===== src/hw/rtl/tcw_pkg.sv =====
// Shared types and constants for the text console character writer.
// Used by the interfaces, the controller, the datapath and the top level.
`default_nettype none

package tcw_pkg;

    localparam int FIELD_CURSOR_W = 11;
    localparam int CHAR_W         = 8;

    localparam logic [7:0] NEWLINE_CHAR   = 8'h0A;
    localparam logic [7:0] NULL_CHAR      = 8'h00;
    localparam logic [7:0] BLANK_CHAR     = 8'h20;
    localparam logic [7:0] ATTR_RESET     = 8'h0A;

    localparam logic CMD_PUT  = 1'b0;
    localparam logic CMD_READ = 1'b1;

    // Commands from the controller to the datapath.
    typedef struct packed {
        logic put;
        logic rd_start;
        logic rd_finish;
        logic copy;
        logic fill;
        logic clear;
    } t_dp_cmd;

    // Status from the datapath to the controller.
    typedef struct packed {
        logic out_free;
        logic put_scrolls;
        logic sweep_end;
        logic copy_end;
    } t_dp_sts;

endpackage

`default_nettype wire


===== src/hw/rtl/tcw_ctrl.sv =====
// Controller state machine of the text console character writer.
// Depends on tcw_pkg for the command and status structs.
`default_nettype none

module tcw_ctrl (
    input  wire logic             i_clk,
    input  wire logic             i_rst_n,
    input  wire logic             i_in_valid,
    input  wire logic             i_in_command,
    output logic                  o_in_ready,
    input  wire tcw_pkg::t_dp_sts i_sts,
    output tcw_pkg::t_dp_cmd      o_cmd
);

    typedef enum logic [4:0] {
        S_CLEAR = 5'b00001,
        S_IDLE  = 5'b00010,
        S_READ  = 5'b00100,
        S_COPY  = 5'b01000,
        S_FILL  = 5'b10000
    } t_state;

    t_state r_state;
    t_state n_state;
    logic   w_accept;

    assign o_in_ready = (r_state == S_IDLE) && i_sts.out_free;
    assign w_accept   = o_in_ready && i_in_valid;

    always_comb begin
        n_state = r_state;
        o_cmd   = '0;
        unique case (r_state)
            S_CLEAR: begin
                o_cmd.clear = 1'b1;
                if (i_sts.sweep_end) begin
                    n_state = S_IDLE;
                end
            end
            S_IDLE: begin
                if (w_accept) begin
                    if (i_in_command == tcw_pkg::CMD_READ) begin
                        o_cmd.rd_start = 1'b1;
                        n_state        = S_READ;
                    end else begin
                        o_cmd.put = 1'b1;
                        if (i_sts.put_scrolls) begin
                            n_state = S_COPY;
                        end
                    end
                end
            end
            S_READ: begin
                o_cmd.rd_finish = 1'b1;
                n_state         = S_IDLE;
            end
            S_COPY: begin
                o_cmd.copy = 1'b1;
                if (i_sts.copy_end) begin
                    n_state = S_FILL;
                end
            end
            S_FILL: begin
                o_cmd.fill = 1'b1;
                if (i_sts.sweep_end) begin
                    n_state = S_IDLE;
                end
            end
            default: begin
                n_state = S_CLEAR;
            end
        endcase
    end

    always_ff @(posedge i_clk) begin
        if (!i_rst_n) begin
            r_state <= S_CLEAR;
        end else begin
            r_state <= n_state;
        end
    end

endmodule

`default_nettype wire


===== config.mk =====
export PLATFORM = sky130hd
export DESIGN_NAME = tcw_ctrl
export DESIGN_NICKNAME = d
export VERILOG_FILES = /design/src/hw/rtl/tcw_pkg.sv /design/src/hw/rtl/tcw_ctrl.sv
export SDC_FILE = /design/constraint.sdc
export NUM_CORES = 1
export LEC_CHECK = 0
export ABC_CLOCK_PERIOD_IN_PS = 1500
export BUFFER_PORTS_ARGS = -buffer_cell sky130_fd_sc_hd__clkbuf_2
export CAP_MARGIN = 20
export CORE_AREA = 3 3 40 42
export DETAILED_ROUTE_END_ITERATION = 16
export DIE_AREA = 0 0 43 45
export GPL_ROUTABILITY_DRIVEN = 0
export GPL_TIMING_DRIVEN = 0
export PLACE_DENSITY = 0.59
export SLEW_MARGIN = 25
export SYNTH_ARGS = -nofsm -noshare
export SYNTH_HDL_FRONTEND = slang
export SYNTH_SLANG_ARGS = --single-unit

===== constraint.sdc =====
create_clock -name i_clk -period 1.5 [get_ports i_clk]
set_clock_uncertainty 0.1 [all_clocks]
set_input_delay 0.075 -clock i_clk [delete_from_list [all_inputs] [get_ports i_clk]]
set_output_delay 0.075 -clock i_clk [all_outputs]
set_load 0.05 [all_outputs]

==> After elaboration in Yosys (flattened, before gate mapping) <==
Cells that the tools add are included.
{ "word_totals": {"ff_bits": 5, "input_bits": 8, "output_inout_bits": 7, "wordCells": 28} }
{ "classes": {"eq_ne": 9, "n_mux": 14, "n_reduce_logical": 4} }
{ "op_table": {"columns": ["op", "count"], "rows": [
  ["5-bit 2-to-1 mux", 5],
  ["5-bit case mux with 4 select lines", 1],
  ["1-bit 2-to-1 mux", 6],
  ["5-bit by 1-bit equality test with 1-bit output, second input constant", 1],
  ["5-bit by 2-bit equality test with 1-bit output, second input constant", 1],
  ["5-bit by 3-bit equality test with 1-bit output, second input constant", 1],
  ["5-bit by 4-bit equality test with 1-bit output, second input constant", 1],
  ["5-bit equality test, second input constant", 1],
  ["2-bit 2-to-1 mux", 2],
  ["2-bit != test, second input constant", 2],
  ["4-bit AND reduction", 1],
  ["3-bit != test, second input constant", 1],
  ["1-bit logical AND", 2],
  ["2-bit by 1-bit != test with 1-bit output, second input constant", 1],
  ["2-bit OR reduction", 1]
]} }

==> Longest topological paths before layout <==
Gate-level depths: netlist of run 1.
{ "depth": {"depth_word": 5, "ltp_mapped": 5, "ltp_nobuf": 4} }

==> Least setup slack after synthesis of run 1 <==
OpenSTA, ideal clock, no wires.
{ "synth_timing": {"path_type": "reg-to-output", "start": "reg r_state[1]", "end": "out o_cmd[0] in the netlist's numbering", "arrival_time_ps": 2160, "required_time_ps": 1325, "setup_slack_ps": -835, "stages_incl_launch_ff": 3, "path_buffers": 0, "path_cell_list": "dfxtp_1 nor2_1 nor4b_1"} }
{ "synth_rtl": {"columns": ["element", "line", "rtl"], "rows": [
  ["from (decl)", "tcw_ctrl.sv:23", "t_state r_state;"],
  ["from (signal assigned)", "tcw_ctrl.sv:79", "r_state <= n_state;"],
  ["to (decl)", "tcw_ctrl.sv:12", "output tcw_pkg::t_dp_cmd o_cmd"]
]} }

==> reports/metrics.cfg, run 1 <==
[setup_path]
path_max_fanout=7
critPathLaunchType=flop
path_cells=nor3_4 -> nand2_2 -> nor2_2 -> and2_4 -> buf_8
worst-endpoint-required_ns=1.32
rr_endpoint=r_state[4]$_SDFFE_PN0P_
worstPathArrival_ns=1.34
critPathMaxStageDelay_ns=0.36
crit_family=simple AND/OR/NAND/NOR gates
criticalPathCategory=reg -> out
cp-end-kind=output port
cp_slowest_cell=dfxtp_4
worstPathBufferInverterCount=1
r2r_cells=4
r2r_setup_slack_ns=0.01
rr_startpoint=r_state[4]$_SDFFE_PN0P_

[synthesis]
syn_area_um2=360
synth_fa_ha_area_frac=0
synth_top_cell_by_area=dfxtp_1
async_flop_share=0
synth-simple-area-share=0.392
synthCells=44
ys_types=26
syn_nets=52
seq_area_frac_synth=0.278
synth_warnings=0
ys_top_cells_by_area=dfxtp_1 (28%), nor3_2 (5.6%), and3_1 (5.2%)
synth_top_family_by_area=simple AND/OR/NAND/NOR gates
synth_top_area_frac=0.278
synth_compound_area_frac=0.233
postSynthAreaPerCell_um2=8.19
yosys.cell_count.top_type=dfxtp_1
yosys-top-cells-count=dfxtp_1 (5), nor2_1 (4), and3_1 (3), nand2_1 (3), o21ai_0 (3)
synth_seq_cells=5
synth_ff_type=dfxtp_1
synth-xor-area-share=0.0243
synthMuxAreaShare=0
synth-edff-count=0

[min_path]
hold-path-endpoint=r_state[2]$_SDFFE_PN0P_
hold_class=in -> reg
min_path_cells=2
worstHoldStart=i_in_command

[sta]
hold_viol=0
setup_ws_ns=-0.0123
period_share=1.01
setup_viol=1
finalMaxSlewViolations=0
timing.setup.tns_ns=-0.0123
worst_pin_slew_ns=0.379
max-slew-margin-rel=0.745
rsz0062_at_grt=yes
max_freq_ghz=0.661
finalCriticalPeriod_ns=1.51

[global_routing]
grt_pass1_vias=430
grt_start_max_net_pins=9
grt_pass1_wl_um=1770
grt-ovfl-total=0
grt_use_total=0.122
antenna_found_initial=0

[clocking]
cts_max_path_buffers=2
htree_levels=1
clock_latency_ns=0.24
cts_buffers=3
cts_tree=built
path_clk_slew_ns=0.04
cts.sinks=5
root_buffer=clkbuf_4

[final_layout]
largest_reg_flops=5
top_regs=r_state (5)
finalInstanceArea_um2=681
diodes=0
nets=81
layout-drive-gt1-share=0.653
finish.utilization=0.530
syn_to_final_growth_pct=88.9
largest-register=r_state

[floorplanning]
start_util=0.280
dieArea_um2=1940
fp.dieH_um=45
die_w_um=43
rows=13
core_um2=1280
io_pins=15

[power_and_ir_drop]
internal_power_uw=410
ir_worst_vdd_mv=0.625
clock_power_share=0.234
p_leak_nw=0.314
pwr-share-comb=0.480
netSwitchingPower_uw=252
p_sw_frac=0.381
total_power_uw=663
pwr-share-seq=0.286
power.density_nw_per_um2=973

[detailed_routing]
antenna_left=0
drc_errors=0
firstDrtPassIters=4
wl_per_cell_um=12.7
first_iter_violations=1
routed_wirelength_um=1110
num_vias=449
via_per_inst=5.16

[placed_design]
hpwl_um=668
place_area_um2=489
io_buffers=14
pre_cts_ws_ns=0.0215

[run_status]
status=complete, but fails checks
failed_checks=negative setup slack

[job]
cap_viol_max_count=0

==> timing repair <==
| action | in CTS | in global routing |
|---|---|---|
| endpoints found under the setup margin | 5 | 10 |
| pin swaps | 5 | 6 |
| hold buffers | 2 | 0 |
| resized for setup | 12 | 20 |
| hold endpoints to repair | 2 | 0 |
| cloned | 0 | 0 |
| setup buffers | 4 | 5 |
==> cell type report <==
type	instances	area (um^2)
inverters	2	7.51
plain buffers	1	7.51
fillers	125	604
clock buffers	4	26.3
repair buffers	25	203
well taps	15	18.8
multi-input cells	35	304
flip-flops and latches	5	114
==> metal layers <==
metal,vias to the layer above,wire [um],part of all wire,track usage
li1,222,-,-,-
met1,211,454,0.41,0.147
met2,16,574,0.52,0.189
met3,0,80,0.072,0.0637
met4,0,0,0,0.0361
met5,-,0,0,0
==> worst max-delay path by stage <==
| stage | start | end | slack [ns] | cells past startpoint |
|---|---|---|---|---|
| after CTS | r_state[4]$_SDFFE_PN0P_ | o_cmd[4] | -0.1 | 6 |
| after floorplan | r_state[3]$_SDFFE_PN0P_ | r_state[3]$_SDFFE_PN0P_ | -0.03 | 4 |
| final | r_state[3]$_SDFFE_PN0P_ | o_cmd[4] | -0.01 | 5 |
| after global routing | r_state[0]$_SDFFE_PN1P_ | o_cmd[4] | -0.09 | 5 |
| after detailed placement | r_state[2]$_SDFFE_PN0P_ | r_state[4]$_SDFFE_PN0P_ | 0.02 | 4 |
| after global placement | r_state[2]$_SDFFE_PN0P_ | o_cmd[2] | 0.04 | 4 |
==> metrics by stage <==
step           instances  hold WS, ns
2_1_floorplan         44       0.0535
3_3_place_gp          73        0.228
3_5_place_dp          73        0.225
4_1_cts               83       0.0337
5_1_grt               87       0.0346
6_report              87       0.0454
==> placed cells by master, fill, tap and decap left out, drive strengths merged <==
cell type and instances:
buf 16, clkbuf 12, dfxtp 5, nor2 4, and3 4, o21ai 3, nand2 3, nor3 2
a21oi 2, dlygate4sd3 2, inv 2, nor2b 2, and2 2, nor4b 2, and4 1, nand3 1
xor2 1, o211ai 1, o31ai 1, nor4 1, a22oi 1, o311ai 1, o221ai 1, a41o 1
a31o 1
==> cell families (layout without fill, tap and decap cells) <==
family / after synthesis / in the layout
AO/OA/AOI/OAI: 12 / 12
XOR/XNOR: 1 / 1
buffers and inverters: 4 / 32
flip-flops: 5 / 5
AND/OR/NAND/NOR: 22 / 22
==> power by group through the flow <==
stage	registers (mW)	clock network, mW	logic (mW)
after global placement	0.183	0	0.224
after detailed placement	0.184	0	0.226
after floorplan	0.177	0	0.183
final	0.190	0.155	0.318
after CTS	0.184	0.163	0.254
after global routing	0.194	0.179	0.348
==> worst register-to-register path: cells and delay by family, from the launching register on <==
family / cells / cell delay, ns
and+or+nand+nor: 1 / 0.34
buffers and inverters: 1 / 0.16
AOI/OAI and AO/OA: 2 / 0.42
DFF: 1 / 0.35
(Power assumes the default switching activity.)
==> run 2, diff against run 1 <==
==> constraint.sdc (replaced) <==
create_clock -name i_clk -period 1.5 [get_ports i_clk]
set_clock_uncertainty 0.1 [all_clocks]
set_input_delay 0.15 -clock i_clk [delete_from_list [all_inputs] [get_ports i_clk]]
set_output_delay 0.15 -clock i_clk [all_outputs]
set_load 0.05 [all_outputs]
==> run 2 against run 1 <==
  * The flow still finishes with violations (negative setup slack)
  * Register-to-register slack improved by 0.09 ns
  * Sequential power fell by 4%
  * Cell area fell by 2.9%
  * Total power fell by 2.8%
==> reports/metrics.cfg, run 2 (synthesized netlist as in run 1, its figures left out) <==
[clocking]
cts_max_path_buffers=2
ctsHoldBuffers=0
cts.sinks=5
clock_latency_ns=0.24
cts_buffers=3
root_buffer=clkbuf_4
htree_levels=1
cts_tree=built
path_clk_slew_ns=0.04

[floorplanning]
rows=13
start_util=0.280
io_pins=15
fp.dieH_um=45
die_w_um=43
dieArea_um2=1940
core_um2=1280

[sta]
fin_hold_ws_ns=0.0647
setup_viol=2
period_share=1.08
setup_ws_ns=-0.122
finalCriticalPeriod_ns=1.62
rsz0062_at_grt=yes
finalMaxSlewViolations=0
worst_pin_slew_ns=0.366
hold_viol=0
max-slew-margin-rel=0.755
max_freq_ghz=0.617

[final_layout]
syn_to_final_growth_pct=83.3
layout-drive-gt1-share=0.646
instances_no_fill=80
finalInstanceArea_um2=661
largest-register=r_state
diodes=0
top_regs=r_state (5)
finish.utilization=0.514
largest_reg_flops=5
nets=74
fillers=119
layout_commonest_cell=clkbuf_2
final_cell_mix=clkbuf_2 (7), buf_8 (4), buf_4 (4)

[global_routing]
grt-ovfl-total=0
antenna_found_initial=0
grt_start_max_net_pins=9
grt_pass1_vias=408
grt_pass1_wl_um=1690
grt_use_total=0.117

[setup_path]
cp-end-kind=output port
criticalPathCategory=reg -> out
worst-endpoint-required_ns=1.25
critPathLaunchType=flop
r2r_setup_slack_ns=0.10
worstPathArrival_ns=1.37
path_max_fanout=5

[placed_design]
io_buffers=14
dp.cells=73
place_area_um2=487
hpwl_um=701

[power_and_ir_drop]
ir_worst_vdd_mv=0.737
power.density_nw_per_um2=975
p_leak_nw=0.289

[detailed_routing]
firstDrtPassIters=4
num_vias=420
wl_per_cell_um=12.6
via_per_inst=5.25
antenna_left=0
first_iter_violations=5
routed_wirelength_um=1010
drc_errors=0

[min_path]
hold_class=in -> reg

[run_status]
status=complete, but fails checks
failed_checks=negative setup slack

[job]
cap_viol_max_count=0

-- run 2: worst max-delay path, stage by stage, from the launching register on --
cell,delay [ns]
dfxtp_4,0.36
nor3_4,0.24
nand2_2,0.13
nor2_4,0.12
and2_4,0.15
buf_8,0.13
-- run 2: stage by stage --
| step | setup slack (ns) | setup TNS (ns) | power, mW |
|---|---|---|---|
| floorplan | -0.0346 | -0.0346 | 0.355 |
| global placement | -0.0476 | -0.0834 | 0.404 |
| detailed placement | -0.0221 | -0.0393 | 0.405 |
| CTS | -0.183 | -0.452 | 0.612 |
| global route | -0.203 | -0.395 | 0.695 |
| finish | -0.122 | -0.192 | 0.644 |
-- run 2: power breakdown --
| group | switching, mW | internal (mW) | leakage [nW] | total (mW) |
|---|---|---|---|---|
| Sequential | 0.0298 | 0.153 | 0.0431 | 0.183 |
| Combinational | 0.164 | 0.146 | 0.231 | 0.310 |
| Clock | 0.0507 | 0.100 | 0.0150 | 0.151 |
| Total | 0.245 | 0.399 | 0.289 | 0.644 |
-- run 2: timing repair --
item,in CTS,in global routing
setup buffers,2,3
hold endpoints to repair,0,0
setup endpoints to repair,7,10
gates resized for setup,23,12
pin swaps,6,8
-- run 2: final timing paths --
| kind | from | end | depth (start not counted) |
|---|---|---|---|
| hold / removal | i_rst_n | r_state[0]$_SDFFE_PN1P_ | 2 |
| setup reg to reg | r_state[0]$_SDFFE_PN1P_ | r_state[4]$_SDFFE_PN0P_ | 4 |
| setup / recovery | r_state[0]$_SDFFE_PN1P_ | o_cmd[4] | 5 |
| hold reg to reg | r_state[3]$_SDFFE_PN0P_ | r_state[0]$_SDFFE_PN1P_ | 2 |
-- run 2: metal layers --
metal	vias to the layer above	share of wire	global-route usage	wire length (um)
met3	0	0.084	0.0717	85
met1	196	0.46	0.133	462
li1	206	-	-	-
met5	-	0	0	0
met2	18	0.46	0.180	458
met4	0	0	0.0482	0
-- run 2: layout make-up --
type | count | area [um^2] | share of cell area
multi-input combinational | 35 | 319 | 0.483
timing repair buffer | 19 | 178 | 0.269
sequential | 5 | 111 | 0.169
clock buffer | 4 | 26.3 | 0.0398
tap | 15 | 18.8 | 0.0284
inverter | 2 | 7.51 | 0.0114
==> run 3, diff against run 2 <==
--- a/config.mk
+++ b/config.mk
@@ -8,12 +8,14 @@
 export ABC_CLOCK_PERIOD_IN_PS = 1500
 export BUFFER_PORTS_ARGS = -buffer_cell sky130_fd_sc_hd__clkbuf_2
 export CAP_MARGIN = 20
+export CELL_PAD_IN_SITES_DETAIL_PLACEMENT = 0
+export CELL_PAD_IN_SITES_GLOBAL_PLACEMENT = 1
 export CORE_AREA = 3 3 40 42
 export DETAILED_ROUTE_END_ITERATION = 16
 export DIE_AREA = 0 0 43 45
 export GPL_ROUTABILITY_DRIVEN = 0
 export GPL_TIMING_DRIVEN = 0
-export PLACE_DENSITY = 0.59
+export PLACE_DENSITY = 0.75
 export SLEW_MARGIN = 25
 export SYNTH_ARGS = -nofsm -noshare
 export SYNTH_HDL_FRONTEND = slang
==> run 3 against run 2 <==
  * The flow still finishes with violations (negative setup slack)
  * Sequential share of layout area is 1.5 points lower
  * Combinational power is 24% higher
  * Non-clock buffer count is 6 higher
  * First-iteration DRC count is 20% lower
  * Largest power group unchanged
  * Register-to-register slack worse by 0.07 ns
  * Utilization is 6.4 points higher
  * Die area stayed put
  * Sequential cell count stayed put
  * Highest routed layer is now met4
  * Hold slack worse by 0.015 ns
==> reports/metrics.cfg, run 3 (synthesized netlist as in run 1, its figures left out) <==
[job]
cap_viol_max_count=0

[global_routing]
antenna_found_initial=0
grt_start_max_net_pins=9
grt_pass1_vias=451
grt_use_total=0.143
grt-ovfl-total=0
grt_pass1_wl_um=2010

[final_layout]
fillers=113
top_regs=r_state (5)
final_cell_mix=buf_4 (10), clkbuf_2 (7), buf_8 (4)
nets=80
finalInstanceArea_um2=743
layout_commonest_cell=buf_4
layout-drive-gt1-share=0.690
largest_reg_flops=5
diodes=0
syn_to_final_growth_pct=106
largest-register=r_state

[power_and_ir_drop]
p_sw_frac=0.379
clock_power_share=0.212
ir_worst_vdd_mv=0.542
power.density_nw_per_um2=968
pwr-share-seq=0.254
netSwitchingPower_uw=273
p_leak_nw=0.325
pwr-share-comb=0.534
internal_power_uw=447

[detailed_routing]
routed_wirelength_um=1250
wl_per_cell_um=14.5
num_vias=450
drc_errors=0
firstDrtPassIters=4
first_iter_violations=4
antenna_left=0
via_per_inst=5.23

[floorplanning]
rows=13
start_util=0.280
dieArea_um2=1940
core_um2=1280
io_pins=15
fp.dieH_um=45
die_w_um=43

[setup_path]
worst-endpoint-required_ns=1.25
critPathLaunchType=flop
criticalPathCategory=reg -> out
cp-end-kind=output port
worstPathArrival_ns=1.40
path_cells=nor3_4 -> nand2_2 -> nor2_2 -> and2_4 -> clkbuf_16
r2r_cells=4
cp_slowest_cell=dfxtp_4
critPathMaxStageDelay_ns=0.36
path_max_fanout=6

[clocking]
cts_tree=built
path_clk_slew_ns=0.04
cts_buffers=3
cts_max_path_buffers=2
cts.sinks=5
htree_levels=1
clock_latency_ns=0.24
root_buffer=clkbuf_4

[sta]
finalCriticalPeriod_ns=1.65
finalMaxSlewViolations=0
worst_pin_slew_ns=0.385
max_freq_ghz=0.605
rsz0062_at_grt=yes
period_share=1.10
max-slew-margin-rel=0.741
setup_viol=6
hold_viol=0
setup_ws_ns=-0.152

[placed_design]
pre_cts_ws_ns=-0.0320
hpwl_um=710
io_buffers=14
place_area_um2=487

[min_path]
min_path_cells=2
hold_class=in -> reg

[run_status]
status=complete, but fails checks
failed_checks=negative setup slack

-- run 3: power by group through the flow --
stage | logic, mW | clock network, mW | registers, mW
2_1_floorplan | 0.178 | 0 | 0.177
4_1_cts | 0.276 | 0.156 | 0.190
5_1_grt | 0.407 | 0.171 | 0.186
3_5_place_dp | 0.222 | 0 | 0.184
6_report | 0.384 | 0.152 | 0.183
3_3_place_gp | 0.221 | 0 | 0.183
-- run 3: timing repair --
item	CTS	global route
endpoints found under the setup margin	7	11
setup buffers	6	7
pin swaps	9	10
cloned	0	0
hold buffers	0	0
resized for setup	28	12
-- run 3: worst paths after layout --
kind	from	end	slack [ns]
setup / recovery	r_state[0]$_SDFFE_PN1P_	o_cmd[4]	-0.15
hold / removal	i_sts[2]	r_state[3]$_SDFFE_PN0P_	0.05
setup reg to reg	r_state[4]$_SDFFE_PN0P_	r_state[4]$_SDFFE_PN0P_	0.03
hold reg to reg	r_state[1]$_SDFFE_PN0P_	r_state[1]$_SDFFE_PN0P_	0.55
-- run 3: area by class of cell --
type                       instances  area [um^2]  share of cell area
sequential                         5          114               0.153
timing repair buffer              25          248               0.333
multi-input combinational         35          327               0.439
tap                               15         18.8              0.0253
clock buffer                       4         26.3              0.0354
inverter                           2         10.0              0.0135
-- run 3: routing by layer --
layer / GRT usage / share of wire / up-vias
met4: 0.0361 / 0.0088 / 0
met3: 0.0637 / 0.056 / 2
met5: 0 / 0 / -
li1: - / - / 221
met1: 0.153 / 0.40 / 211
met2: 0.260 / 0.53 / 16
-- run 3: worst max-delay path: cells and delay by family (launching register included) --
family	cells	cell delay (ns)
and+or+nand+nor	4	0.65
DFF	1	0.36
buffers and inverters	1	0.15
-- run 3: through the flow --
stage          TNS [ns]  utilization  total power [mW]  instances  hold WS (ns)
4_1_cts          -0.415        0.525             0.623         83        0.0499
3_5_place_dp    -0.0400        0.379             0.406         73         0.296
5_1_grt          -0.911        0.578             0.764         86        0.0517
6_report         -0.504        0.578             0.720         86        0.0497
2_1_floorplan   -0.0346            -             0.355         44         0.128
3_3_place_gp    -0.0584        0.379             0.404         73         0.300
